### src/hw/rtl/mrm_pkg.sv
// shared constants and types for the micro-op register machine
package mrm_pkg;

    // main memory geometry (depth may range from 64 to 256 bytes)
    localparam int MEM_DEPTH = 256;
    localparam int MEM_AW    = $clog2(MEM_DEPTH);

    // writes below this address are refused by micro-op 14
    localparam logic [7:0] PROTECT_LIMIT = 8'd32;

    // stream payload widths
    localparam int S_DATA_W = 32;
    localparam int S_USER_W = 1;
    localparam int M_DATA_W = 32;
    localparam int M_USER_W = 3;

    // micro-operation codes
    localparam logic [4:0] UOP_MAR_PC    = 5'd1;
    localparam logic [4:0] UOP_PC_MDR    = 5'd2;
    localparam logic [4:0] UOP_ACC_MDR   = 5'd3;
    localparam logic [4:0] UOP_MDR_ACC   = 5'd4;
    localparam logic [4:0] UOP_OPC_MDR   = 5'd5;
    localparam logic [4:0] UOP_OPA_MDR   = 5'd6;
    localparam logic [4:0] UOP_MAR_OPA   = 5'd7;
    localparam logic [4:0] UOP_MDR_IN    = 5'd8;
    localparam logic [4:0] UOP_OUT_MDR   = 5'd9;
    localparam logic [4:0] UOP_SEL_ADD   = 5'd10;
    localparam logic [4:0] UOP_SEL_SUB   = 5'd11;
    localparam logic [4:0] UOP_ALU       = 5'd12;
    localparam logic [4:0] UOP_MEM_READ  = 5'd13;
    localparam logic [4:0] UOP_MEM_WRITE = 5'd14;
    localparam logic [4:0] UOP_PC_INC    = 5'd15;
    localparam logic [4:0] UOP_LATCH_IN  = 5'd16;
    localparam logic [4:0] UOP_SEL_NAND  = 5'd17;

    // result status codes
    localparam logic [1:0] ST_OK        = 2'd0;
    localparam logic [1:0] ST_JUMP      = 2'd1;
    localparam logic [1:0] ST_PROTECTED = 2'd2;
    localparam logic [1:0] ST_INVALID   = 2'd3;

    // alu function select
    typedef enum logic [1:0] {
        ALU_ADD  = 2'd0,
        ALU_SUB  = 2'd1,
        ALU_NAND = 2'd2
    } alu_sel_t;

    // alu operation, unknown select acts as add
    function automatic logic [7:0] alu_apply(alu_sel_t sel, logic [7:0] x, logic [7:0] y);
        logic [7:0] r;
        case (sel)
            ALU_SUB:  r = x - y;
            ALU_NAND: r = ~(x & y);
            default:  r = x + y;
        endcase
        return r;
    endfunction

endpackage

### src/hw/rtl/mrm_ram.sv
// generic single-port-write, single-port-read ram with registered read data
module mrm_ram #(
    parameter int WIDTH = 8,
    parameter int DEPTH = 256
) (
    input  logic                     aclk,
    input  logic                     we,
    input  logic [$clog2(DEPTH)-1:0] waddr,
    input  logic [WIDTH-1:0]         wdata,
    input  logic                     re,
    input  logic [$clog2(DEPTH)-1:0] raddr,
    output logic [WIDTH-1:0]         rdata
);

    logic [WIDTH-1:0] mem [DEPTH];

    // write port
    always_ff @(posedge aclk) begin
        if (we) begin
            mem[waddr] <= wdata;
        end
    end

    // registered read, holds when not enabled
    always_ff @(posedge aclk) begin
        if (re) begin
            rdata <= mem[raddr];
        end
    end

endmodule

### src/hw/rtl/microop_register_machine.sv
// top level of the micro-op register machine with its byte memory
//
// channel | dir | beat contents (lowest bit first)
// s_*     | in  | tuser: mode; tdata: micro_op, load_address, load_data, in_value
// m_*     | out | tuser: status, out_valid; tdata: out_value, pc, acc, opcode
//
// one beat is accepted per cycle while s_tready is high, and each gives one registered result beat.
// micro-op 13 reads the memory port; its byte returns the next cycle and is
// forwarded to the following beat, so back-to-back reads and uses run at full rate.
// reset clears the architectural registers, read tracking, output valid flag and per-byte valid
// flags at once, so memory reads as zero until written; no clearing pass is needed.
// the input stalls only while a result waits in the output register and m_tready is low.
module microop_register_machine (
    input  logic        aclk,
    input  logic        aresetn,
    input  logic        s_tvalid,
    output logic        s_tready,
    input  logic [31:0] s_tdata,   // micro_op[4:0], load_address[12:5], load_data[20:13],
                                   // in_value[28:21], zero[31:29]
    input  logic [0:0]  s_tuser,   // mode[0]
    output logic        m_tvalid,
    input  logic        m_tready,
    output logic [31:0] m_tdata,   // out_value[7:0], pc_value[15:8], acc_value[23:16],
                                   // opcode_value[31:24]
    output logic [2:0]  m_tuser    // status[1:0], out_valid[2]
);

    // input fields
    logic       mode;
    logic [4:0] micro_op;
    logic [7:0] load_address;
    logic [7:0] load_data;
    logic [7:0] in_value;

    assign mode         = s_tuser[0];
    assign micro_op     = s_tdata[4:0];
    assign load_address = s_tdata[12:5];
    assign load_data    = s_tdata[20:13];
    assign in_value     = s_tdata[28:21];

    // architectural registers
    logic [7:0]        pc_reg, pc_next;
    logic [7:0]        mar_reg, mar_next;
    logic [7:0]        mdr_reg, mdr_next;
    logic [7:0]        acc_reg, acc_next;
    logic [7:0]        opc_reg, opc_next;
    logic [7:0]        opa_reg, opa_next;
    mrm_pkg::alu_sel_t alu_reg, alu_next;
    logic [7:0]        latch_reg, latch_next;

    // memory read tracking and per-byte valid flags
    logic                  rd_pend_reg;
    logic                  rd_ok_reg;
    logic                  mem_valid_reg [mrm_pkg::MEM_DEPTH];
    logic [7:0]            ram_rdata;
    logic                  ram_we;
    logic                  ram_re;
    logic [7:0]            wr_addr;
    logic [7:0]            wr_data;
    logic [mrm_pkg::MEM_AW-1:0] wr_idx;
    logic [mrm_pkg::MEM_AW-1:0] rd_idx;
    logic                  wr_in_range;
    logic                  rd_in_range;
    logic [7:0]            mdr_cur;

    // output register
    logic        m_valid_reg;
    logic [31:0] m_data_reg;
    logic [2:0]  m_user_reg;

    // result fields of the current beat
    logic [1:0] status;
    logic       out_valid;
    logic [7:0] out_value;

    logic s_accept;

    assign s_tready = !m_valid_reg || m_tready;
    assign s_accept = s_tvalid && s_tready;

    // memory data register with the pending read byte forwarded
    assign mdr_cur = rd_pend_reg ? (rd_ok_reg ? ram_rdata : 8'h00) : mdr_reg;

    // address decode against the memory depth
    assign wr_in_range = {1'b0, wr_addr} < 9'(mrm_pkg::MEM_DEPTH);
    assign rd_in_range = {1'b0, mar_reg} < 9'(mrm_pkg::MEM_DEPTH);
    assign wr_idx      = wr_addr[mrm_pkg::MEM_AW-1:0];
    assign rd_idx      = mar_reg[mrm_pkg::MEM_AW-1:0];

    // micro-op decode and register transfer
    always_comb begin
        pc_next    = pc_reg;
        mar_next   = mar_reg;
        mdr_next   = mdr_cur;
        acc_next   = acc_reg;
        opc_next   = opc_reg;
        opa_next   = opa_reg;
        alu_next   = alu_reg;
        latch_next = latch_reg;
        status     = mrm_pkg::ST_OK;
        out_valid  = 1'b0;
        out_value  = 8'h00;
        ram_we     = 1'b0;
        ram_re     = 1'b0;
        wr_addr    = mar_reg;
        wr_data    = mdr_cur;
        if (mode) begin
            wr_addr = load_address;
            wr_data = load_data;
            ram_we  = s_accept && wr_in_range;
        end else begin
            case (micro_op)
                mrm_pkg::UOP_MAR_PC:   mar_next = pc_reg;
                mrm_pkg::UOP_PC_MDR: begin
                    pc_next = mdr_cur;
                    status  = mrm_pkg::ST_JUMP;
                end
                mrm_pkg::UOP_ACC_MDR:  acc_next = mdr_cur;
                mrm_pkg::UOP_MDR_ACC:  mdr_next = acc_reg;
                mrm_pkg::UOP_OPC_MDR:  opc_next = mdr_cur;
                mrm_pkg::UOP_OPA_MDR:  opa_next = mdr_cur;
                mrm_pkg::UOP_MAR_OPA:  mar_next = opa_reg;
                mrm_pkg::UOP_MDR_IN:   mdr_next = latch_reg;
                mrm_pkg::UOP_OUT_MDR: begin
                    out_valid = 1'b1;
                    out_value = mdr_cur;
                end
                mrm_pkg::UOP_SEL_ADD:  alu_next = mrm_pkg::ALU_ADD;
                mrm_pkg::UOP_SEL_SUB:  alu_next = mrm_pkg::ALU_SUB;
                mrm_pkg::UOP_ALU:      acc_next = mrm_pkg::alu_apply(alu_reg, acc_reg, mdr_cur);
                mrm_pkg::UOP_MEM_READ: ram_re = s_accept;
                mrm_pkg::UOP_MEM_WRITE: begin
                    if (mar_reg < mrm_pkg::PROTECT_LIMIT) begin
                        status = mrm_pkg::ST_PROTECTED;
                    end else begin
                        ram_we = s_accept && wr_in_range;
                    end
                end
                mrm_pkg::UOP_PC_INC:   pc_next = pc_reg + 8'd1;
                mrm_pkg::UOP_LATCH_IN: latch_next = in_value;
                mrm_pkg::UOP_SEL_NAND: alu_next = mrm_pkg::ALU_NAND;
                default:               status = mrm_pkg::ST_INVALID;
            endcase
        end
    end

    // register file update on each accepted beat; mdr also takes a pending read byte otherwise
    always_ff @(posedge aclk) begin
        if (!aresetn) begin
            pc_reg    <= 8'h00;
            mar_reg   <= 8'h00;
            mdr_reg   <= 8'h00;
            acc_reg   <= 8'h00;
            opc_reg   <= 8'h00;
            opa_reg   <= 8'h00;
            alu_reg   <= mrm_pkg::ALU_ADD;
            latch_reg <= 8'h00;
        end else if (s_accept) begin
            pc_reg    <= pc_next;
            mar_reg   <= mar_next;
            mdr_reg   <= mdr_next;
            acc_reg   <= acc_next;
            opc_reg   <= opc_next;
            opa_reg   <= opa_next;
            alu_reg   <= alu_next;
            latch_reg <= latch_next;
        end else if (rd_pend_reg) begin
            mdr_reg   <= mdr_cur;
        end
    end

    // pending read and its valid flag
    always_ff @(posedge aclk) begin
        if (!aresetn) begin
            rd_pend_reg <= 1'b0;
            rd_ok_reg   <= 1'b0;
        end else begin
            rd_pend_reg <= ram_re;
            if (ram_re) begin
                rd_ok_reg <= rd_in_range && mem_valid_reg[rd_idx];
            end
        end
    end

    // per-byte written flags, cleared by reset
    always_ff @(posedge aclk) begin
        if (!aresetn) begin
            for (int i = 0; i < mrm_pkg::MEM_DEPTH; i++) begin
                mem_valid_reg[i] <= 1'b0;
            end
        end else if (ram_we) begin
            mem_valid_reg[wr_idx] <= 1'b1;
        end
    end

    // main memory
    mrm_ram #(
        .WIDTH (8),
        .DEPTH (mrm_pkg::MEM_DEPTH)
    ) u_mem (
        .aclk  (aclk),
        .we    (ram_we),
        .waddr (wr_idx),
        .wdata (wr_data),
        .re    (ram_re),
        .raddr (rd_idx),
        .rdata (ram_rdata)
    );

    // output beat register
    always_ff @(posedge aclk) begin
        if (!aresetn) begin
            m_valid_reg <= 1'b0;
        end else if (s_accept) begin
            m_valid_reg <= 1'b1;
        end else if (m_tready) begin
            m_valid_reg <= 1'b0;
        end
    end

    always_ff @(posedge aclk) begin
        if (s_accept) begin
            m_data_reg <= {opc_next, acc_next, pc_next, out_value};
            m_user_reg <= {out_valid, status};
        end
    end

    assign m_tvalid = m_valid_reg;
    assign m_tdata  = m_data_reg;
    assign m_tuser  = m_user_reg;

endmodule

### config.mk
export PLATFORM = sky130hd
export DESIGN_NAME = microop_register_machine
export DESIGN_NICKNAME = d
export VERILOG_FILES = /design/src/hw/rtl/mrm_pkg.sv /design/src/hw/rtl/mrm_ram.sv /design/src/hw/rtl/microop_register_machine.sv
export SDC_FILE = /design/constraint.sdc
export NUM_CORES = 2
export LEC_CHECK = 0
export BUFFER_PORTS_ARGS = -buffer_cell sky130_fd_sc_hd__buf_4
export CORE_MARGIN = 2
export CORE_UTILIZATION = 60
export DETAILED_ROUTE_END_ITERATION = 8
export PLACE_DENSITY = 0.76
export SYNTH_ARGS = -nofsm -noshare
export SYNTH_HDL_FRONTEND = slang
export SYNTH_SLANG_ARGS = --single-unit
### constraint.sdc
create_clock -name aclk -period 29.9 [get_ports aclk]
set_clock_uncertainty 0.1 [all_clocks]
set_input_delay 1.495 -clock aclk [delete_from_list [all_inputs] [get_ports aclk]]
set_output_delay 1.495 -clock aclk [all_outputs]
set_load 0.05 [all_outputs]
==> summary.txt <==
Finish
  – Area occupied by multi-input gates: approximately 23,000 um^2
  – Register Area: around 70,000 um^2
  – Number of fillers in the final layout: between 9,000 and 10,000
  – Layout cells sized above 1: 20.9%
  – Area growth from synthesis to layout: 10.7%
  – Max reg flops: approximately 2,000
  – Nets: between 5,000 and 6,000
  – Final Util: 66.9%
  – Finished Layout Cells: around 7,300
  – Final Cell Area: just over 100,000 um^2

Routing
  – Wire length on met1: 86,900 um
  – Met3 WL post-DR: 27,600 um
  – Drt pass-1 iters: 8
  – Highest routed metal layer: met5
  – Via count of the routed design: 50,166
  – WL/cell: ~32 um
  – Wire length on met2: 108,000 um
  – ANT nets after route: 0
  – Total wire length: approximately 230,000 um
  – Vias per Instance: 6.84
  – Drt first-iter violations: a little over 7,000
  – Remaining DRCs: 0

Clocking
  – Post-CTS Resized: 0
  – Root Driver: clkbuf_16
  – CTS buffer count: 224
  – CTS tree: built
  – H-Tree Depth: 4
  – Max Root-Sink Buffers: 3
  – Worst-skew pair later-pin latency: 0.86 ns
  – Post-CTS Hold Fix Bufs: 0
  – Postcts setup bufs: 0
  – Reg clk slew, reported paths: approximately 0.06 ns
  – Clock sink count: between 2,000 and 2,500

Power and ir drop
  – P per Cell Area: between 60 and 70 nW/um^2
  – Final Total Pwr: around 6.7 mW
  – VDD IR max: ~0.070 mV
  – Static Leak: ~32 nW

Timing
  – Tmin final: about 5.9 ns
  – Fin. Hold Viols: 0
  – Max-slew violation count: 0
  – RSZ-0062 raised after global routing: false
  – Slew headroom: 7.96%
  – Setup Viol. Count Final: 0
  – Tightest Pin Transition: 1.38 ns
  – Max Freq: around 170 MHz
  – Total negative slack: 0 ns
  – Fin crit share: between 10% and 20%

Synth
  – Ys async rst share: 0%
  – Area contributors post-synth: edfxtp_1, mux4_2, dfxtp_1
  – Synthesis Warnings: 0
  – Yosys top cell by area: edfxtp_1
  – Post-Syn Area per Cell: about 19 um^2
  – Mapped Nets: 5,052
  – EDFF count, synth: roughly 2,100
  – Yosys top cell area share: about two thirds
  – Synth Instances: around 5,000
  – Top post-synthesis cells by count: edfxtp_1, nor2_1, mux4_2
  – Top_reg_cell synth: edfxtp_1
  – Distinct cell type count after synthesis: approximately 70
  – Synthesis-stage register bit count: approximately 2,400
  – Post-synthesis cell area: roughly 93,000 um^2
  – Sequential area share after synthesis: about three quarters
  – Count leader, synth: edfxtp_1

Critical path
  – Crit path kind: register to register
  – Worst R2R Path Depth: 9
  – Worst setup SP type: register
  – Crit Path Max Fanout: 86
  – Capturing element type of the critical path: register
  – Req. time, crit path: 30.33 ns
  – WP data arrival: approximately 6.4 ns

Floorplan
  – Row cnt: ~140
  – Core area: 154,000 um^2
  – Die width: 398 um
  – DIE AREA: around 160,000 um^2
  – Initial Util: roughly 60%
  – IO Pins: 74
  – Die height: approximately 400 um

Global route
  – Global-route wire length before repair: about 340,000 um
  – Vias in the first global route: just under 50,000
  – Largest net degree at the start of global routing: 193
  – Total gr overflow: 0
  – Total track usage: between 20% and 30%
  – Initial antenna violation count: 8

Placed design
  – # port buffers: 70
  – Inst Count DP: between 6,000 and 7,000
  – Area after DPL: roughly 96,000 um^2
  – Routability cong.: 0.888
  – Placed wire-length estimate: about 140,000 um

Outcome
  – Outcome: finished, final reports clean

Hold path
  – Hold Crit Depth: 2
  – Hold Path Class: register to register

Run
  – MaxCap Viol Count: 0
==> cell type report <==
cell class	count	share of cell area, %
Sequential cell	2408	67.0
Multi-Input combinational cell	2282	22.0
Clock buffer	329	6.23
Tap cell	2044	2.48
Timing Repair Buffer	151	1.18
Clock inverter	98	1.03
Inverter	19	0.0764
Antenna cell	5	0.0121
==> per-stage QoR <==
step,hold slack [ns],setup WS (ns)
6_report,0.357,23.97
3_3_place_gp,0.341,24.04
4_1_cts,0.360,23.96
3_5_place_dp,0.351,24.05
2_1_floorplan,0.332,18.25
5_1_grt,0.381,23.61
==> worst max-delay path, cell delays in order (launching register included) <==
cell and delay (ns):
dfxtp_4 0.74, buf_4 0.68, buf_4 0.78, buf_12 0.60
mux4_2 0.59, a22o_1 0.27, a221oi_1 0.42, o22ai_1 0.27
nor3_1 0.75, nor4_1 0.23
==> cells by family after synthesis <==
family                   after synthesis  share of synthesized area [%]
multiplexers                         634                           14.6
AO/OA/AOI/OAI                        582                           4.65
XOR/XNOR                              12                          0.113
flip-flops                          2408                           74.1
buffers and inverters                316                           1.69
AND/OR/NAND/NOR                     1045                           4.71
adder cells (fa/ha/maj)                9                          0.129
==> power breakdown <==
group	total, mW	switching [mW]	internal [mW]
combinational	0.176	0.133	0.0434
clock	2.88	1.22	1.66
sequential	3.66	0.00442	3.65
total	6.72	1.36	5.36
==> cell usage in the layout (no fill, tap or decap), types with 30 or more instances in the layout <==
master	n
mux4_2	578
a221oi_1	67
a21oi_1	76
nor2_1	729
o22ai_1	48
buf_4	144
clkinv_1	32
a22o_1	71
dfxtp_1	312
nand3_1	38
nor3_1	36
clkbuf_1	69
clkinv_2	34
mux2i_1	42
a22oi_1	111
o21a_1	72
edfxtp_1	2091
clkbuf_8	30
nand2_1	109
clkbuf_16	230
==> metal layers <==
metal / GRT usage [%] / up-vias
met2: 44.5 / 3308
met5: 0.575 / -
li1: - / 20362
met1: 42.1 / 25927
met4: 13.0 / 12
met3: 7.40 / 557
==> final timing paths <==
path	to	slack (ns)	from
setup / recovery	u_mem.rdata[0]$_DFFE_PP_	23.97	mar_reg[0]$_SDFFE_PN0P_
hold / removal	opc_reg[0]$_SDFFE_PN0P_	0.36	opc_reg[0]$_SDFFE_PN0P_
setup reg to reg	u_mem.rdata[0]$_DFFE_PP_	23.97	mar_reg[0]$_SDFFE_PN0P_
hold reg to reg	opc_reg[0]$_SDFFE_PN0P_	0.36	opc_reg[0]$_SDFFE_PN0P_
(Power assumes the default switching activity.)
